File: config.mk
export PLATFORM = sky130hd
export DESIGN_NAME = quintic_segment_trajectory_player
export DESIGN_NICKNAME = d
export VERILOG_FILES = /design/src/hdl/qstp_pkg.sv /design/src/hdl/qstp_horner.sv /design/src/hdl/quintic_segment_trajectory_player.sv
export SDC_FILE = /design/constraint.sdc
export NUM_CORES = 2
export LEC_CHECK = 0
export ABC_CLOCK_PERIOD_IN_PS = 45400
export BUFFER_PORTS_ARGS = -buffer_cell sky130_fd_sc_hd__buf_2
export CAP_MARGIN = 20
export CORE_ASPECT_RATIO = 1.25
export CORE_UTILIZATION = 40
export CTS_CLUSTER_DIAMETER = 50
export DETAILED_ROUTE_END_ITERATION = 7
export HOLD_SLACK_MARGIN = 0.03
export PLACE_DENSITY_LB_ADDON = 0.25
export SLEW_MARGIN = 20
export SYNTH_ARGS = -nofsm -noshare
export SYNTH_HDL_FRONTEND = slang
export SYNTH_SLANG_ARGS = --single-unit
export TNS_END_PERCENT = 100
File: constraint.sdc
create_clock -name clk_i -period 45.4 [get_ports clk_i]
set_input_delay 9.08 -clock clk_i [delete_from_list [all_inputs] [get_ports clk_i]]
set_output_delay 9.08 -clock clk_i [all_outputs]
set_load 0.05 [all_outputs]
File: src/hdl/qstp_pkg.sv
// Shared types, codes and arithmetic constants for the quintic segment player.
package qstp_pkg;

  localparam int unsigned COEFF_W_DEF = 32;
  localparam int unsigned TIME_W_DEF  = 32;
  localparam int unsigned ID_W_DEF    = 16;
  localparam int unsigned ACC_W       = 56;
  localparam int unsigned NCOEF       = 6;
  localparam int unsigned FRAC_T      = 24;
  localparam int unsigned STEP_W      = 24;
  localparam logic [STEP_W-1:0] STEP_RESET = 24'd16777;
  localparam int unsigned START_ID    = 2;

  typedef enum logic [1:0] {
    MODE_TICK  = 2'd0,
    MODE_START = 2'd1,
    MODE_LOAD  = 2'd2,
    MODE_SYNC  = 2'd3
  } mode_e;

  typedef enum logic [1:0] {
    PS_IDLE   = 2'd0,
    PS_WAIT   = 2'd1,
    PS_ACTIVE = 2'd2
  } player_e;

  typedef enum logic [2:0] {
    ST_OK       = 3'd0,
    ST_NOT_ACT  = 3'd1,
    ST_WAITING  = 3'd2,
    ST_BAD_NEXT = 3'd3,
    ST_BAD_START = 3'd4,
    ST_BUSY     = 3'd5
  } status_e;

  typedef enum logic [2:0] {
    SQ_IDLE,
    SQ_EVAL,
    SQ_MUL,
    SQ_ADD,
    SQ_FIN,
    SQ_OUT
  } seq_e;

  // handshake between sequencer and Horner unit
  typedef struct packed {
    logic start;
  } hrn_ctl_t;

  typedef struct packed {
    logic done;
  } hrn_sts_t;

endpackage

File: src/hdl/qstp_horner.sv
// Horner evaluator: one shared half-width multiplier, one coefficient step per pass.
module qstp_horner #(
  parameter int unsigned COEFF_WIDTH = qstp_pkg::COEFF_W_DEF,
  parameter int unsigned TIME_WIDTH  = qstp_pkg::TIME_W_DEF
) (
  input  logic                                   clk_i,
  input  logic                                   rst_ni,
  input  qstp_pkg::hrn_ctl_t                     ctl_i,
  input  logic [qstp_pkg::NCOEF-1:0][COEFF_WIDTH-1:0] coeff_i,
  input  logic [TIME_WIDTH-1:0]                  t_i,
  output qstp_pkg::hrn_sts_t                     sts_o,
  output logic signed [31:0]                     result_o
);
  localparam int unsigned AW   = qstp_pkg::ACC_W;
  localparam int unsigned PW   = AW + TIME_WIDTH;
  localparam int unsigned HW   = AW / 2;
  localparam int unsigned MW   = HW + TIME_WIDTH;
  localparam int unsigned KW   = $clog2(qstp_pkg::NCOEF);
  localparam logic [AW:0] LIM  = {1'b1, {AW{1'b0}}};

  // each pass: low half product, high half product, then round/add/saturate
  typedef enum logic [1:0] {H_IDLE, H_MUL, H_MUL2, H_ADD} hst_e;

  hst_e               st_q, st_d;
  logic [KW-1:0]      k_q, k_d;
  logic signed [AW-1:0] acc_q, acc_d;
  logic [PW-1:0]      prod_q, prod_d;
  logic               neg_q, neg_d;
  logic               done_q, done_d;
  logic [AW-1:0]      mag;
  logic [HW-1:0]      mop;
  logic [MW-1:0]      mp;
  logic [PW:0]        rnd;
  logic [AW:0]        pmag;
  logic signed [AW+1:0] sum;
  logic signed [AW-1:0] ck;
  logic signed [AW+1:0] hi_lim, lo_lim;

  assign mag    = acc_q[AW-1] ? AW'(-acc_q) : acc_q;
  assign mop    = (st_q == H_MUL2) ? mag[AW-1:HW] : mag[HW-1:0];
  assign mp     = MW'(mop) * MW'(t_i);
  assign rnd    = {1'b0, prod_q} + (PW+1)'(1 << (qstp_pkg::FRAC_T - 1));
  // magnitude after rounding, clamped to 2^(AW)
  always_comb begin
    if (rnd[PW:qstp_pkg::FRAC_T] > (PW+1-qstp_pkg::FRAC_T)'(LIM)) pmag = LIM;
    else pmag = rnd[qstp_pkg::FRAC_T +: AW+1];
  end
  assign ck     = AW'(signed'(coeff_i[k_q]));
  assign hi_lim = (AW+2)'(signed'({1'b0, {(AW-1){1'b1}}}));
  assign lo_lim = -hi_lim - (AW+2)'(1);
  always_comb begin
    logic signed [AW+1:0] sp;
    sp  = neg_q ? -signed'({1'b0, pmag}) : signed'({1'b0, pmag});
    sum = sp + (AW+2)'(ck);
  end

  always_comb begin
    st_d = st_q; k_d = k_q; acc_d = acc_q; prod_d = prod_q; neg_d = neg_q;
    done_d = 1'b0;
    case (st_q)
      H_IDLE: begin
        if (ctl_i.start) begin
          acc_d = AW'(signed'(coeff_i[qstp_pkg::NCOEF-1]));
          k_d   = KW'(qstp_pkg::NCOEF-2);
          st_d  = H_MUL;
        end
      end
      H_MUL: begin
        prod_d = PW'(mp);
        neg_d  = acc_q[AW-1];
        st_d   = H_MUL2;
      end
      H_MUL2: begin
        prod_d = prod_q + (PW'(mp) << HW);
        st_d   = H_ADD;
      end
      H_ADD: begin
        if (sum > hi_lim) acc_d = hi_lim[AW-1:0];
        else if (sum < lo_lim) acc_d = lo_lim[AW-1:0];
        else acc_d = sum[AW-1:0];
        if (k_q == '0) begin
          st_d = H_IDLE; done_d = 1'b1;
        end else begin
          k_d = k_q - KW'(1); st_d = H_MUL;
        end
      end
      default: st_d = H_IDLE;
    endcase
  end

  always_ff @(posedge clk_i or negedge rst_ni) begin
    if (!rst_ni) begin
      st_q <= H_IDLE; done_q <= 1'b0;
    end else begin
      st_q <= st_d; done_q <= done_d;
    end
  end
  always_ff @(posedge clk_i) begin
    k_q <= k_d; acc_q <= acc_d; prod_q <= prod_d; neg_q <= neg_d;
  end

  assign sts_o.done = done_q;
  always_comb begin
    if (acc_q > AW'(signed'(32'h7fffffff))) result_o = 32'sh7fffffff;
    else if (acc_q < AW'(signed'(32'h80000000))) result_o = 32'sh80000000;
    else result_o = acc_q[31:0];
  end
endmodule

File: src/hdl/quintic_segment_trajectory_player.sv
// Top level: APB register, request checks, segment stores and tick sequencer.
// Each transfer returns one result. Start, load and sync requests go from idle
// straight to the output state; a tick first passes the idle/wait transition
// state and, if the segment is active, evaluates it with five Horner passes
// through the single shared multiplier (low half product, high half product,
// then round/add/saturate). Results are held in an output register, and the
// block takes no new input until the current result is transferred.
module quintic_segment_trajectory_player #(
  parameter int unsigned COEFF_WIDTH = qstp_pkg::COEFF_W_DEF,
  parameter int unsigned TIME_WIDTH  = qstp_pkg::TIME_W_DEF,
  parameter int unsigned ID_WIDTH    = qstp_pkg::ID_W_DEF
) (
  input  logic        clk_i,
  input  logic        rst_ni,
  input  logic        psel,
  input  logic        penable,
  input  logic        pwrite,
  input  logic [1:0]  paddr,
  input  logic [31:0] pwdata,
  output logic [31:0] prdata,
  output logic        pready,
  input  logic        valid_i,
  output logic        ready_o,
  input  logic [1:0]  mode_i,
  input  logic [15:0] seg_id_i,
  input  logic [31:0] seg_duration_i,
  input  logic signed [31:0] coeff_0_i,
  input  logic signed [31:0] coeff_1_i,
  input  logic signed [31:0] coeff_2_i,
  input  logic signed [31:0] coeff_3_i,
  input  logic signed [31:0] coeff_4_i,
  input  logic signed [31:0] coeff_5_i,
  input  logic        wait_for_sync_i,
  output logic        valid_o,
  input  logic        ready_i,
  output logic signed [31:0] position_o,
  output logic [15:0] current_segment_o,
  output logic [1:0]  player_state_o,
  output logic [2:0]  status_o
);
  localparam int unsigned N = qstp_pkg::NCOEF;
  typedef logic [N-1:0][COEFF_WIDTH-1:0] cvec_t;

  logic [qstp_pkg::STEP_W-1:0] step_q;
  assign pready = 1'b1;
  always_ff @(posedge clk_i or negedge rst_ni) begin
    if (!rst_ni) step_q <= qstp_pkg::STEP_RESET;
    else if (psel && penable && pwrite && paddr == 2'd0) step_q <= pwdata[23:0];
  end
  assign prdata = (paddr == 2'd0) ? {8'd0, step_q} : 32'd0;

  qstp_pkg::seq_e  sq_q, sq_d;
  qstp_pkg::player_e pm_q, pm_d;
  logic [TIME_WIDTH-1:0] tm_q, tm_d;
  logic signed [31:0] pos_q, pos_d;
  logic [ID_WIDTH-1:0] shown_q, shown_d;
  cvec_t ac_q, ac_d, qc_q, qc_d, sc_q, sc_d;
  logic [TIME_WIDTH-1:0] ad_q, ad_d, qd_q, qd_d, sd_q, sd_d;
  logic [ID_WIDTH-1:0] ai_q, ai_d, qi_q, qi_d, si_q, si_d;
  logic ap_q, ap_d, qp_q, qp_d, sp_q, sp_d, ss_q, ss_d, hold_q, hold_d;
  logic [2:0] stat_q, stat_d;
  logic vo_q, vo_d;

  qstp_pkg::hrn_ctl_t hctl;
  qstp_pkg::hrn_sts_t hsts;
  logic signed [31:0] hres;
  cvec_t in_c;
  logic [ID_WIDTH-1:0] in_id;
  logic acc_in;
  logic [TIME_WIDTH:0] nt;

  assign in_c  = {COEFF_WIDTH'(coeff_5_i), COEFF_WIDTH'(coeff_4_i), COEFF_WIDTH'(coeff_3_i),
                  COEFF_WIDTH'(coeff_2_i), COEFF_WIDTH'(coeff_1_i), COEFF_WIDTH'(coeff_0_i)};
  assign in_id = ID_WIDTH'(seg_id_i);
  assign ready_o = (sq_q == qstp_pkg::SQ_IDLE) && !vo_q;
  assign acc_in  = valid_i && ready_o;
  assign nt = {1'b0, tm_q} + (TIME_WIDTH+1)'(step_q);

  qstp_horner #(.COEFF_WIDTH(COEFF_WIDTH), .TIME_WIDTH(TIME_WIDTH)) u_horner (
    .clk_i, .rst_ni, .ctl_i(hctl), .coeff_i(ac_q), .t_i(tm_q),
    .sts_o(hsts), .result_o(hres)
  );

  // next state
  always_comb begin
    sq_d = sq_q;
    case (sq_q)
      qstp_pkg::SQ_IDLE: if (acc_in) begin
        if (qstp_pkg::mode_e'(mode_i) == qstp_pkg::MODE_TICK) sq_d = qstp_pkg::SQ_FIN;
        else sq_d = qstp_pkg::SQ_OUT;
      end
      // a player that goes active on this tick is evaluated on it too
      qstp_pkg::SQ_FIN:  sq_d = (pm_d == qstp_pkg::PS_ACTIVE) ? qstp_pkg::SQ_EVAL
                                                             : qstp_pkg::SQ_OUT;
      qstp_pkg::SQ_EVAL: sq_d = qstp_pkg::SQ_MUL;
      qstp_pkg::SQ_MUL:  if (hsts.done) sq_d = qstp_pkg::SQ_ADD;
      qstp_pkg::SQ_ADD:  sq_d = qstp_pkg::SQ_OUT;
      qstp_pkg::SQ_OUT:  sq_d = qstp_pkg::SQ_IDLE;
      default: sq_d = qstp_pkg::SQ_IDLE;
    endcase
  end

  // datapath / outputs
  always_comb begin
    pm_d = pm_q; tm_d = tm_q; pos_d = pos_q; shown_d = shown_q;
    ac_d = ac_q; ad_d = ad_q; ai_d = ai_q; qc_d = qc_q; qd_d = qd_q; qi_d = qi_q;
    sc_d = sc_q; sd_d = sd_q; si_d = si_q;
    ap_d = ap_q; qp_d = qp_q; sp_d = sp_q; ss_d = ss_q; hold_d = hold_q;
    stat_d = stat_q; vo_d = vo_q; hctl.start = 1'b0;
    if (vo_q && ready_i) vo_d = 1'b0;
    case (sq_q)
      qstp_pkg::SQ_IDLE: if (acc_in) begin
        stat_d = qstp_pkg::ST_OK;
        case (qstp_pkg::mode_e'(mode_i))
          qstp_pkg::MODE_TICK: begin
            if (sp_q) begin
              if (ss_q) begin
                ac_d = sc_q; ad_d = sd_q; ai_d = si_q; ap_d = 1'b1; ss_d = 1'b0;
              end else if (sd_q != '0) begin
                qc_d = sc_q; qd_d = sd_q; qi_d = si_q; qp_d = 1'b1;
              end else qp_d = 1'b0;
              sp_d = 1'b0;
            end
          end
          qstp_pkg::MODE_START: begin
            if (pm_q == qstp_pkg::PS_IDLE) begin
              if (in_id != ID_WIDTH'(qstp_pkg::START_ID)) stat_d = qstp_pkg::ST_BAD_START;
              else begin
                sc_d = in_c; sd_d = TIME_WIDTH'(seg_duration_i); si_d = in_id;
                sp_d = 1'b1; ss_d = 1'b1; hold_d = wait_for_sync_i;
              end
            end else stat_d = (pm_q == qstp_pkg::PS_WAIT) ? qstp_pkg::ST_WAITING
                                                          : qstp_pkg::ST_BUSY;
          end
          qstp_pkg::MODE_LOAD: begin
            if (pm_q == qstp_pkg::PS_IDLE) stat_d = qstp_pkg::ST_NOT_ACT;
            else if (pm_q == qstp_pkg::PS_WAIT) stat_d = qstp_pkg::ST_WAITING;
            else if (in_id != ai_q + ID_WIDTH'(1)) stat_d = qstp_pkg::ST_BAD_NEXT;
            else begin
              sc_d = in_c; sd_d = TIME_WIDTH'(seg_duration_i); si_d = in_id;
              sp_d = 1'b1; ss_d = 1'b0;
            end
          end
          default: hold_d = 1'b0;
        endcase
      end
      qstp_pkg::SQ_FIN: begin
        // idle and wait transitions of a tick
        if (pm_q == qstp_pkg::PS_IDLE) begin
          shown_d = '0;
          if (ap_q) begin
            tm_d = '0;
            if (hold_q) begin
              pm_d = qstp_pkg::PS_WAIT; shown_d = ID_WIDTH'(1);
            end else pm_d = qstp_pkg::PS_ACTIVE;
          end
        end else if (pm_q == qstp_pkg::PS_WAIT) begin
          shown_d = ID_WIDTH'(1);
          if (!hold_q) pm_d = qstp_pkg::PS_ACTIVE;
        end
      end
      qstp_pkg::SQ_EVAL: begin
        shown_d = ai_q; hctl.start = 1'b1;
      end
      qstp_pkg::SQ_ADD: begin
        pos_d = hres;
        if (tm_q < ad_q) begin
          tm_d = (nt < {1'b0, ad_q}) ? nt[TIME_WIDTH-1:0] : ad_q;
        end else if (!qp_q) begin
          pm_d = qstp_pkg::PS_IDLE; ap_d = 1'b0; shown_d = '0;
        end else begin
          ac_d = qc_q; ad_d = qd_q; ai_d = qi_q; qp_d = 1'b0; tm_d = '0;
        end
      end
      qstp_pkg::SQ_OUT: vo_d = 1'b1;
      default: ;
    endcase
  end

  always_ff @(posedge clk_i or negedge rst_ni) begin
    if (!rst_ni) begin
      sq_q <= qstp_pkg::SQ_IDLE; pm_q <= qstp_pkg::PS_IDLE; tm_q <= '0;
      pos_q <= '0; shown_q <= '0; ap_q <= 1'b0; qp_q <= 1'b0; sp_q <= 1'b0;
      ss_q <= 1'b0; hold_q <= 1'b0; stat_q <= '0; vo_q <= 1'b0;
    end else begin
      sq_q <= sq_d; pm_q <= pm_d; tm_q <= tm_d; pos_q <= pos_d; shown_q <= shown_d;
      ap_q <= ap_d; qp_q <= qp_d; sp_q <= sp_d; ss_q <= ss_d; hold_q <= hold_d;
      stat_q <= stat_d; vo_q <= vo_d;
    end
  end
  always_ff @(posedge clk_i) begin
    ac_q <= ac_d; ad_q <= ad_d; ai_q <= ai_d; qc_q <= qc_d; qd_q <= qd_d; qi_q <= qi_d;
    sc_q <= sc_d; sd_q <= sd_d; si_q <= si_d;
  end

  assign valid_o = vo_q;
  assign position_o = pos_q;
  assign current_segment_o = 16'(shown_q);
  assign player_state_o = pm_q;
  assign status_o = stat_q;
endmodule

==> flow_summary.json <==
{
  "status": "completed",
  "clkTransAtPathRegs_ns": 0.07,
  "core_sq_um": 201000,
  "cts.repair.resized": 0,
  "chipHeight_microns": 505,
  "synthCells": 8231,
  "synth_compound_area_share_pct": 9.24,
  "vias": 59700,
  "clock-sinks": 966,
  "drv_cap": 0,
  "nFillCells": 19200,
  "crit_required_ns": 36.32,
  "critical_path_class": "input port to output port",
  "synthSimpleGateAreaFrac_pct": 16.9,
  "grt_antenna_before_repair": 27,
  "gp_congestion": 0.919,
  "period_needed_ns": 19.32,
  "synth_adder_area_share_pct": 26.1,
  "drtAntennaViolNets": 0,
  "fmax_ghz": 0.0518,
  "hold_viol": 0,
  "final.setup_skew_ns": 0.0282,
  "worstMarginPinSlew_ns": 1.26,
  "grt_usage_pct": 23.5,
  "grt_pass1_vias": 62000,
  "routed_wl_microns": 239000,
  "grt_pass1_wl_microns": 369000,
  "synth_top_family_by_area": "adder cells",
  "crit_path_frequent_cell": "buf_2",
  "hp-class": "register to register",
  "crit_chain": "buf_2 > nor2_4 > and2_1 > buf_2",
  "slowest_stage": "nor2_4",
  "h-tree-depth": 3,
  "synthTopCellsByArea": "edfxtp_1 31%, fa_1 19%, nand2_1 7.5%",
  "clock_latency_ns": 0.71,
  "synthFlopType": "edfxtp_1",
  "grt_start_max_net_pins": 173,
  "synthMuxAreaShare_pct": 2.26,
  "rows": 184,
  "die_x_microns": 404,
  "seq_area_frac_synth_pct": 35.2,
  "synth_xor_area_share_pct": 3.36,
  "arrival_ns": 10.24,
  "drt-vias-per-instance": 5.34,
  "hpwlAfterDp_microns": 183000,
  "pin_count": 372,
  "netlist.area_leader.share_pct": 31.4,
  "fin_nets": 9878,
  "yosys.area.top_type": "edfxtp_1",
  "synth_edf_count": 845,
  "maxSlewViolCount": 0,
  "slew_headroom_pct": 15.6,
  "fin_setup_tns_ns": 0,
  "initial_core_util_pct": 40.2,
  "startpoint_type": "input port",
  "synthDistinctLibCells": 100,
  "ys_ff_latch": 966,
  "cpPeakStageDelay_ns": 0.54,
  "synth_area_sq_um": 80800,
  "cts_buffers": 94,
  "cts_setup_buffers": 0,
  "path_max_fanout": 25,
  "yosys_warnings": 0,
  "avgSynthCellArea_sq_um": 9.82,
  "cts_buffer_depth": 3,
  "clockRootBuffer": "clkbuf_16",
  "port_buffers": 354,
  "cts_tree": "built",
  "routedWlPerCell_microns": 21.4,
  "synth-async-reset-ratio_pct": 12.5,
  "die-area_sq_um": 204000,
  "drcViolationCount": 0,
  "dr.pass1.iters": 8,
  "synth_common_cells": "1624 x nand2_1, 1044 x inv_1, 845 x edfxtp_1",
  "setup_viol": 0,
  "overflow": 0,
  "cts_hold_buffers": 0,
  "grt_setup_unrepaired": "no",
  "drtIter0Drc": 4153,
  "yosysMostFrequentCell": "nand2_1",
  "layout-drive-gt1-share_pct": 9.31,
  "area_delta_synth_final_pct": 9.73,
  "end_kind": "output port",
  "layout_worst_path_cycle_share_pct": 42.6
}
[cells by family after synthesis]
family	after synthesis
DFF	966
other	2
and+or+nand+nor	2976
xor gates and xnor gates	308
muxes	132
adders and majority gates	1216
buffers and inverters	1471
AOI/OAI and AO/OA	1160
[routing by layer]
| layer | GRT usage (%) | vias to the layer above | routed length, microns |
|---|---|---|---|
| met4 | 9.88 | 6 | 10400 |
| met1 | 28.9 | 29900 | 95200 |
| met3 | 3.01 | 446 | 12400 |
| met2 | 41.2 | 1764 | 121000 |
| met5 | 0 | - | 35 |
| li1 | - | 27600 | - |
[flip-flops by register name, indices dropped and copies added (netlist names), 24 cells and up]
name,flops
position_o,32
ac_q,192
qd_q,32
qc_q,192
tm_q,32
u_horner.acc_q,56
sd_q,32
ad_q,32
step_q,24
sc_q,192
u_horner.prod_q,65
[metrics by stage]
stage | area (sq um) | utilization (%) | hold WS (ns) | worst slack, ns | instances
after global routing | 88700 | 44.1 | 0.431 | 26.01 | 11200
final | 88700 | 44.1 | 0.438 | 26.08 | 11200
after global placement | 85500 | 42.6 | 0.429 | 25.75 | 11000
after detailed placement | 85500 | 42.6 | 0.432 | 25.69 | 11000
after CTS | 88600 | 44.1 | 0.430 | 25.68 | 11200
after floorplan | 80800 | - | 0.424 | 18.49 | 8238
[area by class of cell]
class | count | area, sq um | share of cell area (%)
Multi-Input combinational cell | 5801 | 47200 | 53.2
Inverter | 1046 | 3930 | 4.43
Sequential cell | 966 | 28400 | 32.0
Clock buffer | 118 | 2510 | 2.84
Clock inverter | 56 | 572 | 0.645
Antenna cell | 14 | 35.0 | 0.0395
Timing Repair Buffer | 469 | 2680 | 3.02
Tap cell | 2697 | 3370 | 3.81
[cell usage in the layout (no fill, tap or decap), drive strengths merged, types with 195 or more instances in the layout]
cell type / Yosys / final
a21oi: 314 / 314
and2: 412 / 412
buf: 64 / 469
edfxtp: 845 / 845
fa: 781 / 781
ha: 435 / 435
inv: 1044 / 1053
nand2: 1624 / 1624
nor2: 319 / 319
o21ai: 295 / 295
xnor2: 195 / 195
[worst max-delay path: cells and delay by family]
kind	cells	cell delay [ns]
simple gates	2	0.76
buf+inv	2	0.37
[final timing paths]
kind	start	end	slack (ns)	cells after the start
hold / removal	sc_q[82]$_DFFE_PP_	qc_q[82]$_DFFE_PP_	0.44	0
hold reg to reg	sc_q[82]$_DFFE_PP_	qc_q[82]$_DFFE_PP_	0.44	0
max in group asynchronous	rst_ni	step_q[5]$_DFFE_PN0P_	35.73	2
setup / recovery	paddr[1]	prdata[8]	26.08	4
min in group asynchronous	rst_ni	tm_q[18]$_DFFE_PN0P_	8.36	1
setup reg to reg	u_horner.acc_q[9]$_DFFE_PP_	u_horner.prod_q[86]$_SDFFCE_PN0P_	30.35	40
Power is left out: the tool's default activity adds up to more than one toggle a clock period on the data nets, which glitch-free logic cannot reach.
